### src/sv/assert_macros.svh
// assertion macros for the requantizer rtl
// no dependencies; included by modules that carry assertions
`ifndef ASSERT_MACROS_SVH
`define ASSERT_MACROS_SVH

// checked only while reset is released
`define FPR_ASSERT_RST(lbl, clk, rst_n, prop, msg) \
    lbl: assert property (@(posedge clk) disable iff (!rst_n) prop) else $error(msg);

// checked at every edge
`define FPR_ASSERT(lbl, clk, prop, msg) \
    lbl: assert property (@(posedge clk) prop) else $error(msg);

`endif

### src/sv/fpr_pkg.sv
`timescale 1ns / 1ps
// package for the fixed point requantizer: config struct, mode codes,
// wide arithmetic helpers; no dependencies
package fpr_pkg;

    localparam int WIDE_W     = 64;
    localparam int CFG_IDX_W  = 3;
    localparam int CFG_DATA_W = 6;
    localparam int CNT_W      = 48;
    localparam int SH_W       = 6;
    localparam int SH_CAP     = 62;

    localparam logic [CFG_IDX_W-1:0] REG_LIMIT_MODE   = 3'd0;
    localparam logic [CFG_IDX_W-1:0] REG_MAG_BITS     = 3'd1;
    localparam logic [CFG_IDX_W-1:0] REG_PREC_BITS    = 3'd2;
    localparam logic [CFG_IDX_W-1:0] REG_PRUNE_ENABLE = 3'd3;
    localparam logic [CFG_IDX_W-1:0] REG_PRUNE_LSB    = 3'd4;

    localparam logic [2:0] MODE_PASS       = 3'd0;
    localparam logic [2:0] MODE_CLAMP      = 3'd1;
    localparam logic [2:0] MODE_TRUNC      = 3'd2;
    localparam logic [2:0] MODE_ROUND_CLMP = 3'd3;
    localparam logic [2:0] MODE_CLMP_TRUNC = 3'd4;

    typedef logic signed [WIDE_W-1:0] t_wide;
    typedef logic [SH_W-1:0]          t_shift;

    typedef struct packed {
        logic [2:0]        limit_mode;
        logic [3:0]        mag_bits;
        logic signed [5:0] prec_bits;
        logic              prune_enable;
        logic signed [4:0] prune_lsb;
    } t_cfg;

    localparam t_cfg CFG_RESET = '{
        limit_mode:   MODE_PASS,
        mag_bits:     4'd14,
        prec_bits:    6'sd16,
        prune_enable: 1'b0,
        prune_lsb:    5'sd0
    };

    function automatic logic [WIDE_W-1:0] f_magn(input t_wide x);
        return x[WIDE_W-1] ? WIDE_W'(-x) : WIDE_W'(x);
    endfunction

    function automatic t_wide f_trunc(input t_wide x, input t_shift sh);
        logic [WIDE_W-1:0] m;
        m = f_magn(x) & ({WIDE_W{1'b1}} << sh);
        return x[WIDE_W-1] ? -t_wide'(m) : t_wide'(m);
    endfunction

    function automatic t_wide f_round(input t_wide x, input t_shift sh);
        logic [WIDE_W-1:0] m;
        logic [WIDE_W-1:0] half;
        half = (sh != '0) ? (WIDE_W'(1) << SH_W'(sh - SH_W'(1))) : '0;
        m    = (f_magn(x) + half) & ({WIDE_W{1'b1}} << sh);
        return x[WIDE_W-1] ? -t_wide'(m) : t_wide'(m);
    endfunction

    function automatic t_wide f_clamp(input t_wide x, input t_wide b);
        t_wide y;
        y = x;
        if (y > b) y = b;
        if (y < -b) y = -b;
        return y;
    endfunction

endpackage

### src/sv/fpr_limit.sv
`timescale 1ns / 1ps
// requantizer limit stage: pass, clamp, truncate or round by mode into a wide register
// depends on fpr_pkg
module fpr_limit #(
    parameter int FRAC_BITS    = 16,
    parameter int SAMPLE_WIDTH = 32
) (
    input  logic                           i_clk,
    input  logic                           i_rst_n,
    input  fpr_pkg::t_cfg                  i_cfg,
    input  logic                           i_valid,
    output logic                           o_ready,
    input  logic signed [SAMPLE_WIDTH-1:0] i_sample,
    output logic                           o_valid,
    input  logic                           i_ready,
    output fpr_pkg::t_wide                 o_value
);

    logic           r_valid;
    fpr_pkg::t_wide r_value;
    fpr_pkg::t_wide n_value;

    logic signed [7:0] s_full;
    fpr_pkg::t_shift   sh;
    fpr_pkg::t_wide    x;
    fpr_pkg::t_wide    bound;
    fpr_pkg::t_wide    hi;
    fpr_pkg::t_wide    y;

    always_comb begin
        s_full = 8'(FRAC_BITS) - {{2{i_cfg.prec_bits[5]}}, i_cfg.prec_bits};
        if (s_full < 0) begin
            sh = '0;
        end else if (s_full > 8'(fpr_pkg::SH_CAP)) begin
            sh = fpr_pkg::SH_W'(fpr_pkg::SH_CAP);
        end else begin
            sh = s_full[fpr_pkg::SH_W-1:0];
        end
        x     = fpr_pkg::t_wide'(i_sample);
        bound = fpr_pkg::t_wide'(fpr_pkg::WIDE_W'(1) << (7'(i_cfg.mag_bits) + 7'(FRAC_BITS)));
        hi    = bound - fpr_pkg::t_wide'(fpr_pkg::WIDE_W'(1) << sh);
        y     = x;
        case (i_cfg.limit_mode)
            fpr_pkg::MODE_CLAMP: begin
                y = fpr_pkg::f_clamp(x, bound);
            end
            fpr_pkg::MODE_TRUNC: begin
                y = fpr_pkg::f_trunc(x, sh);
            end
            fpr_pkg::MODE_ROUND_CLMP: begin
                y = i_cfg.prec_bits[5] ? fpr_pkg::f_trunc(x, sh) : fpr_pkg::f_round(x, sh);
                if (y > hi) y = hi;
                if (y < -bound) y = -bound;
            end
            fpr_pkg::MODE_CLMP_TRUNC: begin
                y = fpr_pkg::f_trunc(fpr_pkg::f_clamp(x, bound), sh);
            end
            default: begin
                y = x;
            end
        endcase
        n_value = y;
    end

    assign o_ready = !r_valid || i_ready;

    always_ff @(posedge i_clk) begin
        if (!i_rst_n) begin
            r_valid <= 1'b0;
        end else if (o_ready) begin
            r_valid <= i_valid;
        end
    end

    always_ff @(posedge i_clk) begin
        if (o_ready && i_valid) begin
            r_value <= n_value;
        end
    end

    assign o_valid = r_valid;
    assign o_value = r_value;

endmodule

### src/sv/fpr_post.sv
`timescale 1ns / 1ps
// requantizer output stage: sample range saturation, deadzone, counters, result register
// depends on fpr_pkg and assert_macros.svh
`include "assert_macros.svh"
module fpr_post #(
    parameter int FRAC_BITS    = 16,
    parameter int SAMPLE_WIDTH = 32
) (
    input  logic                           i_clk,
    input  logic                           i_rst_n,
    input  fpr_pkg::t_cfg                  i_cfg,
    input  logic                           i_valid,
    output logic                           o_ready,
    input  fpr_pkg::t_wide                 i_value,
    output logic                           o_valid,
    input  logic                           i_ready,
    output logic signed [SAMPLE_WIDTH-1:0] o_quantized,
    output logic                           o_is_zero,
    output logic [fpr_pkg::CNT_W-1:0]      o_zero_total,
    output logic [fpr_pkg::CNT_W-1:0]      o_sample_total
);

    localparam fpr_pkg::t_wide SMAX =
        fpr_pkg::t_wide'((fpr_pkg::WIDE_W'(1) << (SAMPLE_WIDTH - 1)) - fpr_pkg::WIDE_W'(1));
    localparam fpr_pkg::t_wide SMIN = -SMAX - fpr_pkg::t_wide'(1);

    logic                           r_valid;
    logic signed [SAMPLE_WIDTH-1:0] r_quantized;
    logic                           r_is_zero;
    logic [fpr_pkg::CNT_W-1:0]      r_zero_cnt;
    logic [fpr_pkg::CNT_W-1:0]      r_sample_cnt;

    logic signed [SAMPLE_WIDTH-1:0] n_quantized;
    logic                           n_is_zero;
    logic [fpr_pkg::CNT_W-1:0]      n_zero_cnt;
    logic [fpr_pkg::CNT_W-1:0]      n_sample_cnt;

    fpr_pkg::t_wide    y;
    logic signed [6:0] e;
    logic              take;

    always_comb begin
        y = i_value;
        if (y > SMAX) y = SMAX;
        if (y < SMIN) y = SMIN;
        e = 7'(FRAC_BITS) + {{2{i_cfg.prune_lsb[4]}}, i_cfg.prune_lsb};
        if (i_cfg.prune_enable && !e[6]) begin
            if (fpr_pkg::f_magn(y) < (fpr_pkg::WIDE_W'(1) << e[5:0])) y = '0;
        end
        n_quantized  = y[SAMPLE_WIDTH-1:0];
        n_is_zero    = (y == '0);
        n_sample_cnt = (r_sample_cnt != '1) ? r_sample_cnt + 1'b1 : r_sample_cnt;
        n_zero_cnt   = (n_is_zero && r_zero_cnt != '1) ? r_zero_cnt + 1'b1 : r_zero_cnt;
    end

    assign o_ready = !r_valid || i_ready;
    assign take    = o_ready && i_valid;

    always_ff @(posedge i_clk) begin
        if (!i_rst_n) begin
            r_valid      <= 1'b0;
            r_zero_cnt   <= '0;
            r_sample_cnt <= '0;
        end else begin
            if (o_ready) begin
                r_valid <= i_valid;
            end
            if (take) begin
                r_zero_cnt   <= n_zero_cnt;
                r_sample_cnt <= n_sample_cnt;
            end
        end
    end

    always_ff @(posedge i_clk) begin
        if (take) begin
            r_quantized <= n_quantized;
            r_is_zero   <= n_is_zero;
        end
    end

    assign o_valid        = r_valid;
    assign o_quantized    = r_quantized;
    assign o_is_zero      = r_is_zero;
    assign o_zero_total   = r_zero_cnt;
    assign o_sample_total = r_sample_cnt;

    `FPR_ASSERT_RST(a_zero_le_total, i_clk, i_rst_n, r_zero_cnt <= r_sample_cnt, "zero count above sample count")
    `FPR_ASSERT_RST(a_cnt_monotonic, i_clk, i_rst_n, $past(i_rst_n) |-> r_sample_cnt >= $past(r_sample_cnt), "sample count went down")
    `FPR_ASSERT_RST(a_zero_flag, i_clk, i_rst_n, r_valid |-> (r_is_zero == (r_quantized == '0)), "zero flag disagrees with result")

endmodule

### src/sv/fixed_point_requantizer.sv
`timescale 1ns / 1ps
// an accepted request passes the input register, the limit stage and the output stage
// in that order to the master side; one request per cycle while no stage stalls;
// each stage holds one request and stalls only when the stage ahead is full
// reset (synchronous, active low) empties the pipeline, clears both counters
// and returns the config registers to their reset values
// depends on fpr_pkg, fpr_limit, fpr_post
module fixed_point_requantizer #(
    parameter int FRAC_BITS    = 16,
    parameter int SAMPLE_WIDTH = 32
) (
    input  logic                                  i_clk,
    input  logic                                  i_rst_n,
    input  logic                                  i_cfg_valid,
    output logic                                  o_cfg_ready,
    input  logic [fpr_pkg::CFG_IDX_W-1:0]         i_cfg_index,
    input  logic [fpr_pkg::CFG_DATA_W-1:0]        i_cfg_data,
    input  logic                                  s_axis_tvalid,
    output logic                                  s_axis_tready,
    // sample
    input  logic [((SAMPLE_WIDTH+7)/8)*8-1:0]     s_axis_tdata,
    output logic                                  m_axis_tvalid,
    input  logic                                  m_axis_tready,
    // quantized, zero_total, sample_total
    output logic [((SAMPLE_WIDTH+96+7)/8)*8-1:0]  m_axis_tdata,
    // is_zero
    output logic                                  m_axis_tuser
);

    localparam int OUT_W = ((SAMPLE_WIDTH + 96 + 7) / 8) * 8;
    localparam int PAD_W = OUT_W - SAMPLE_WIDTH - 2 * fpr_pkg::CNT_W;

    fpr_pkg::t_cfg r_cfg;

    logic                           r_in_valid;
    logic signed [SAMPLE_WIDTH-1:0] r_in_sample;

    logic                           lim_ready;
    logic                           lim_valid;
    fpr_pkg::t_wide                 lim_value;
    logic                           post_ready;

    logic signed [SAMPLE_WIDTH-1:0] quantized;
    logic [fpr_pkg::CNT_W-1:0]      zero_total;
    logic [fpr_pkg::CNT_W-1:0]      sample_total;

    assign o_cfg_ready = 1'b1;

    always_ff @(posedge i_clk) begin
        if (!i_rst_n) begin
            r_cfg <= fpr_pkg::CFG_RESET;
        end else if (i_cfg_valid) begin
            unique case (i_cfg_index)
                fpr_pkg::REG_LIMIT_MODE:   r_cfg.limit_mode   <= i_cfg_data[2:0];
                fpr_pkg::REG_MAG_BITS:     r_cfg.mag_bits     <= i_cfg_data[3:0];
                fpr_pkg::REG_PREC_BITS:    r_cfg.prec_bits    <= i_cfg_data[5:0];
                fpr_pkg::REG_PRUNE_ENABLE: r_cfg.prune_enable <= i_cfg_data[0];
                fpr_pkg::REG_PRUNE_LSB:    r_cfg.prune_lsb    <= i_cfg_data[4:0];
                default: begin
                end
            endcase
        end
    end

    assign s_axis_tready = !r_in_valid || lim_ready;

    always_ff @(posedge i_clk) begin
        if (!i_rst_n) begin
            r_in_valid <= 1'b0;
        end else if (s_axis_tready) begin
            r_in_valid <= s_axis_tvalid;
        end
    end

    always_ff @(posedge i_clk) begin
        if (s_axis_tready && s_axis_tvalid) begin
            r_in_sample <= s_axis_tdata[SAMPLE_WIDTH-1:0];
        end
    end

    fpr_limit #(
        .FRAC_BITS    (FRAC_BITS),
        .SAMPLE_WIDTH (SAMPLE_WIDTH)
    ) u_limit (
        .i_clk    (i_clk),
        .i_rst_n  (i_rst_n),
        .i_cfg    (r_cfg),
        .i_valid  (r_in_valid),
        .o_ready  (lim_ready),
        .i_sample (r_in_sample),
        .o_valid  (lim_valid),
        .i_ready  (post_ready),
        .o_value  (lim_value)
    );

    fpr_post #(
        .FRAC_BITS    (FRAC_BITS),
        .SAMPLE_WIDTH (SAMPLE_WIDTH)
    ) u_post (
        .i_clk          (i_clk),
        .i_rst_n        (i_rst_n),
        .i_cfg          (r_cfg),
        .i_valid        (lim_valid),
        .o_ready        (post_ready),
        .i_value        (lim_value),
        .o_valid        (m_axis_tvalid),
        .i_ready        (m_axis_tready),
        .o_quantized    (quantized),
        .o_is_zero      (m_axis_tuser),
        .o_zero_total   (zero_total),
        .o_sample_total (sample_total)
    );

    generate
        if (PAD_W > 0) begin : g_pad
            assign m_axis_tdata = {{PAD_W{1'b0}}, sample_total, zero_total, quantized};
        end else begin : g_nopad
            assign m_axis_tdata = {sample_total, zero_total, quantized};
        end
    endgenerate

endmodule

### config.mk
export PLATFORM = sky130hd
export DESIGN_NAME = fixed_point_requantizer
export DESIGN_NICKNAME = d
export VERILOG_FILES = /design/src/sv/fpr_pkg.sv /design/src/sv/fpr_limit.sv /design/src/sv/fpr_post.sv /design/src/sv/fixed_point_requantizer.sv
export VERILOG_INCLUDE_DIRS = /design/src /design/src/sv
export SDC_FILE = /design/constraint.sdc
export NUM_CORES = 1
export LEC_CHECK = 0
export BUFFER_PORTS_ARGS = -buffer_cell sky130_fd_sc_hd__buf_2
export CORE_UTILIZATION = 39
export DETAILED_ROUTE_END_ITERATION = 10
export GPL_TIMING_DRIVEN = 0
export MAX_ROUTING_LAYER = met4
export PLACE_DENSITY = 0.55
export SYNTH_ARGS = -nofsm -noshare
export SYNTH_HDL_FRONTEND = slang
export SYNTH_HIERARCHICAL = 1
export SYNTH_SLANG_ARGS = --single-unit
### constraint.sdc
create_clock -name i_clk -period 21.5 [get_ports i_clk]
set_input_delay 4.3 -clock i_clk [delete_from_list [all_inputs] [get_ports i_clk]]
set_output_delay 4.3 -clock i_clk [all_outputs]
set_load 0.01 [all_outputs]
After elaboration in Yosys (flattened, before gate mapping)
Index checks and enable logic that the tools add are counted.
{"block": "word_totals", "in_bits": 46, "output_inout_bits": 132, "regBits": 247, "wordCells": 103}
{"block": "classes", "reduce_logical": 22, "bitwise": 3, "magnitude_cmp": 10, "addsub": 15, "n_eq_ne": 10, "muxes": 24, "shifts": 5}
{"op": "64-bit 2-to-1 mux", "n": 21}
{"op": "64-bit negator", "n": 6}
{"op": "64-bit < comparator", "n": 4}
{"op": "64-bit one-hot mux with 4 select lines", "n": 1}
{"op": "64-bit bitwise AND", "n": 3}
{"op": "1-bit by 6-bit left shift with 64-bit output (first input constant)", "n": 3}
{"op": "48-bit by 1-bit adder with 48-bit output (second input constant)", "n": 2}
{"op": "48-bit inequality test (second input constant)", "n": 2}
{"op": "64-bit adder", "n": 1}
{"op": "32-bit by 64-bit greater-than comparator with 1-bit output", "n": 1}
{"op": "64-bit by 32-bit greater-than comparator with 1-bit output (second input constant)", "n": 1}
{"op": "64-bit greater-than comparator", "n": 1}
{"op": "64-bit zero test", "n": 1}
{"op": "64-bit by 32-bit < comparator with 1-bit output (second input constant)", "n": 1}
{"op": "32-bit negator with 64-bit output", "n": 1}
{"op": "1-bit by 7-bit left shift with 64-bit output (first input constant)", "n": 1}
{"op": "64-bit by 6-bit left shift with 64-bit output (first input constant)", "n": 1}
{"op": "64-bit subtractor", "n": 1}
{"op": "2-bit AND reduction", "n": 7}
{"op": "3-bit by 2-bit equality test with 1-bit output (second input constant)", "n": 4}
{"op": "6-bit 2-to-1 mux", "n": 2}
{"op": "6-bit by 5-bit adder with 7-bit output (first input constant)", "n": 1}
{"op": "7-bit greater-than comparator (second input constant)", "n": 1}
{"op": "7-bit by 1-bit < comparator with 1-bit output (second input constant)", "n": 1}
{"op": "10 further kinds", "n": 21}

Longest topological paths before layout
{"block": "depth", "ltp_word": 18, "mapped_depth": 62, "ltp_nobuf": 51}

Hierarchy
The synthesis kept the hierarchy.
{"module": "fpr_limit", "instances": 1, "area_each_um2": 24289.5, "cells_per_inst": 3599, "seq_area_each_um2": 1941.9}
{"module": "fpr_post", "instances": 1, "area_each_um2": 9955.8, "cells_per_inst": 1364, "seq_area_each_um2": 2932.8}
{"module": "fixed_point_requantizer", "instances": 1, "area_each_um2": 1815.5, "cells_per_inst": 117, "seq_area_each_um2": 1361.3}

Worst setup path after synthesis
Ideal clock, no wire load.
{"block": "synth_path", "kind": "register -> register", "startpoint": "reg r_cfg[6] in the netlist's numbering", "endpoint": "reg u_limit.r_value[19] (netlist: u_limit/o_value[19]), data pin", "period_less_slack_ns": 13.356, "arrival_time_ns": 13.094, "slack_ns": 8.144, "path_stages_with_launch": 61, "required_ns": 21.238, "path_cell_list": "dfxtp_1 > buf_2 > buf_2 > buf_1 > inv_1 > ha_1 > buf_2 > clkbuf_1 > clkbuf_1 > o221ai_1 > o21ai_0 > nor2_1 > clkinv_1 > nor2_1 > ha_1 > inv_1 > fa_1 > nand2b_1 > [25 not listed] > nor2_1 > a21o_1 > ha_1 > a21o_1 > a21o_1 > a21o_1 > a21o_1 > a21o_1 > a211oi_1 > a311oi_1 > a211o_1 > a21oi_1 > o221a_2 > clkbuf_1 > clkinv_1 > mux2_2 > a221oi_1 > nor2_1"}
{"block": "synth_between", "elab_chain_cells": 18}
{"element": "start, declared", "line": "fixed_point_requantizer.sv:33", "rtl": "fpr_pkg::t_cfg r_cfg;"}
{"element": "start signal, assigned", "line": "fixed_point_requantizer.sv:51", "rtl": "r_cfg <= fpr_pkg::CFG_RESET;"}
{"element": "6-bit by 6-bit subtractor with 7-bit output *", "line": "fpr_limit.sv:31", "rtl": "s_full = 8'(FRAC_BITS) - {{2{i_cfg.prec_bits[5]}}, i_cfg.prec_bits};"}
{"element": "7-bit greater-than comparator", "line": "fpr_limit.sv:34", "rtl": "end else if (s_full > 8'(fpr_pkg::SH_CAP)) begin"}
{"element": "6-bit 2-to-1 mux", "line": "fpr_limit.sv:34"}
{"element": "6-bit 2-to-1 mux *", "line": "fpr_limit.sv:32", "rtl": "if (s_full < 0) begin"}
{"element": "6-bit by 1-bit subtractor with 6-bit output", "line": "fpr_pkg.sv:57", "rtl": "half = (sh != '0) ? (WIDE_W'(1) << SH_W'(sh - SH_W'(1))) : '0;"}
{"element": "1-bit by 6-bit left shift with 64-bit output", "line": "fpr_pkg.sv:57"}
{"element": "64-bit 2-to-1 mux", "line": "fpr_pkg.sv:57"}
{"element": "64-bit adder", "line": "fpr_pkg.sv:58", "rtl": "m = (f_magn(x) + half) & ({WIDE_W{1'b1}} << sh);"}
{"element": "[3 not listed]"}
{"element": "64-bit 2-to-1 mux", "line": "fpr_limit.sv:51", "rtl": "y = i_cfg.prec_bits[5] ? fpr_pkg::f_trunc(x, sh) : fpr_pkg::f_round(x, sh);"}
{"element": "64-bit greater-than comparator", "line": "fpr_limit.sv:52", "rtl": "if (y > hi) y = hi;"}
{"element": "64-bit 2-to-1 mux", "line": "fpr_limit.sv:52"}
{"element": "64-bit 2-to-1 mux", "line": "fpr_limit.sv:43", "rtl": "case (i_cfg.limit_mode)"}
{"element": "64-bit < comparator", "line": "fpr_limit.sv:53", "rtl": "if (y < -bound) y = -bound;"}
{"element": "64-bit 2-to-1 mux", "line": "fpr_limit.sv:53"}
{"element": "64-bit one-hot mux with 4 select lines *", "line": "fpr_limit.sv:43"}
{"element": "via u_limit.n_value[19]", "line": "fpr_limit.sv:21", "rtl": "fpr_pkg::t_wide n_value;"}
{"element": "end signal, assigned", "line": "fpr_limit.sv:77", "rtl": "r_value <= n_value;"}
{"element": "end, declared", "line": "fpr_limit.sv:20", "rtl": "fpr_pkg::t_wide r_value;"}
The timed path passes the listed nets; every way through them passes the cells marked *. The select of a mux whose other input is x is not followed.
A chain may end at the register's enable or synchronous reset.

Worst setup path after layout
{"block": "layout_path", "startpoint": "reg r_cfg[6] in the netlist's numbering", "endpoint": "reg u_limit.r_value[26] (netlist: u_limit/o_value[26]), data pin"}
The elaborated chain is that of the path after synthesis.

==> reports/metrics.yaml <==
skew_ps: 13.4
cts_buffers: 24
cts_resized: 0
synth-seq-area-share: 0.173
cap_viol_max_count: 5
ys_warn_count: 6
yosysMostFrequentCell: "nand2_1"
synth_mux_area_frac: 0.0355
cts_sinks: 247
worstPathArrival_ps: 21160
drtIter0Drc: 5886
cts-hold-fix-buffers: 0
gp_congestion: 1.07
setup_violations: 0
grt_overflow: 0
die_h_microns: 306
path_common_cell: "clkbuf_1"
worst-path-buf-inv: 15
p_leak_nw: 15.5
via_count: 43400
syn_area_sq_mm: 0.0361
drc: 0
status: "finished with violations"
io_pins: 178
synth_compound_area_frac: 0.278
synth_xor_area_frac: 0.0611
yosysUniqueCellTypes: 130
avgViaCountPerCell: 6.62
synth_top_family_by_area: "simple AND/OR/NAND/NOR gates"
synth_fa_ha_area_frac: 0.0984
p_sw_mw: 1.03
drt_wl_total_microns: 203000
rsz0062_at_grt: "no"
die_x_microns: 306
finalCritPeriodShare: 0.970
row_count: 111
htree_num_levels: 1
grt_antenna_before_repair: 7
drv_slew: 18
port-buffer-count: 176
setup_tns_ps: 0
cpPeakStageDelay_ps: 1140
critPathTopFamily: "compound AO/OA/AOI/OAI gates"
min_path_type: "flop to flop"
synth_top_cell_by_area: "edfxtp_1"
synth-simple-area-share: 0.299
crit_required_ps: 21800
synth.top_cell.area_share: 0.107
fp.coreArea_sq_mm: 0.0917
finalCriticalPeriod_ps: 20870
wl_per_cell_microns: 31.0
violations: "max-capacitance violations, max-slew violations"
tightest_slew_ps: 1700
drive_above_1_share: 0.0828
slew_headroom: -0.144
p_seq_frac: 0.245
cts_tree: "built"
synth_area_leaders: "edfxtp_1, ha_1, dfxtp_1"
grt_max_degree: 65
fmax_ghz: 0.0479
intPower_mw: 1.16
first_pass_iters: 7
die_area_sq_mm: 0.0937
grt_pass1_vias: 39800
syn_inst: 5080
ys_ff_latch: 247
cp-start-kind: "flop"
pwr-share-clk: 0.215
dp.cells: 6504
area_growth_pct: 9.83
track_usage: 0.428
ant_nets: 0
hpwl_microns: 169000
clockBufferDepth: 3
cts_root_buf: "clkbuf_16"
fin_cells: 6553
final_nets: 5673
worstPathMaxFanout: 10
critPathSlowestCell: "a2111oi_0"
endpoint_kind: "flop"
powerDensity_mw_per_mm2: 55.5
ir_drop_v: 0.0000375
avgSynthCellArea_sq_um: 7.10
clk_pin_slew_worst_paths_ps: 70
synth_top_flop_cell: "edfxtp_1"
worst_skew_pair.late_latency_ps: 580
sw_frac_of_total: 0.470
grt_pass1_wl_microns: 284000
power_mw: 2.20
worstSetupPathType: "flop to flop"
synth_edf_count: 129
combPwrFrac: 0.540
start_util: 0.393
async_flop_share: 0
hold_viol_final: 0
cts_setup_buffers: 0
synth.top_cells.by_count: "nand2_1, nor2_1, a21oi_1"
==> flip-flops by register name (all words and copies together) (netlist names) <==
signal,flops
u_post/o_quantized,32
u_post/o_sample_total,48
r_in_sample,32
u_post/o_valid,1
u_limit/o_value,64
r_in_valid,1
u_limit/o_valid,1
u_post/o_is_zero,1
u_post/o_zero_total,48
r_cfg,19
==> logic make-up (layout without fill, tap and decap cells) <==
| kind of cell | Yosys count | after routing |
|---|---|---|
| flops | 247 | 247 |
| fa+ha+maj | 283 | 283 |
| simple gates | 2164 | 2164 |
| compound gates | 1532 | 1532 |
| buf+inv | 482 | 705 |
| mux | 120 | 120 |
| other cells | 2 | 66 |
| xor+xnor | 250 | 250 |
==> worst min-delay path: stages (launching register included) <==
cell	delay (ps)
dfxtp_1	320
nand2_1	50
mux2i_1	50
==> per-stage QoR <==
| step | hold slack, ps | area, sq um | util | setup slack (ps) |
|---|---|---|---|---|
| 2_1_floorplan | 431 | 36300 | - | 8140 |
| 3_3_place_gp | 446 | 38600 | 0.422 | 276 |
| 3_5_place_dp | 452 | 38700 | 0.422 | 1510 |
| 4_1_cts | 466 | 39600 | 0.432 | 1400 |
| 5_1_grt | 481 | 39600 | 0.432 | 332 |
| 6_report | 464 | 39600 | 0.432 | 635 |
==> power groups by stage <==
stage	sequential [mW]	clock, mW	combinational (mW)
after floorplan	0.538	0	0.730
final	0.538	0.473	1.19
after detailed placement	0.548	0	1.12
after global placement	0.548	0	1.13
after global routing	0.539	0.500	1.25
after CTS	0.537	0.480	1.13
==> placed cells by master, fill, tap and decap left out, drive strengths merged, types with 25 or more instances in the layout <==
cell / n
o21a: 69
nand4: 128
buf: 254
dfxtp: 118
nand2: 564
nand2b: 60
conb: 61
and3: 53
a21oi: 382
xnor2: 156
inv: 166
or2: 43
o41ai: 30
a31oi: 59
o22ai: 39
mux2i: 84
o21ai: 387
or4: 45
o31ai: 84
nor3: 158
o211ai: 45
and2: 73
xor2: 94
clkbuf: 264
nor4: 77
ha: 282
nor2b: 40
a22oi: 25
a21o: 104
nand3: 174
nor2: 549
edfxtp: 129
or3: 103
a211oi: 49
mux2: 36
==> area by class of cell <==
cell class              instances  area, sq um
plain buffers                 313         1330
flip-flops and latches        247         6240
repair buffers                179          903
clock inverters                18          229
diodes                          5         12.5
multi-input cells            4410        28100
inverters                     169          634
well taps                    1186         1480
clock buffers                  26          629
fillers                      9802        52100
==> layer usage <==
metal / GRT usage / share of wire / up-vias
li1: - / - / 19400
met1: 0.495 / 0.38 / 20600
met2: 0.673 / 0.44 / 2604
met3: 0.0628 / 0.085 / 704
met4: 0.321 / 0.092 / 0
met5: - / 0 / -
==> worst paths after layout <==
path | startpoint | endpoint | slack, ps | cells after the start
setup reg to reg | r_cfg[6] | u_limit/o_value[26] | 630 | 59
setup / recovery | r_cfg[6] | u_limit/o_value[26] | 630 | 59
hold reg to reg | r_cfg[16] | r_cfg[16] | 460 | 2
hold / removal | r_cfg[16] | r_cfg[16] | 460 | 2
No activity file was read; power rests on OpenSTA's default activity.
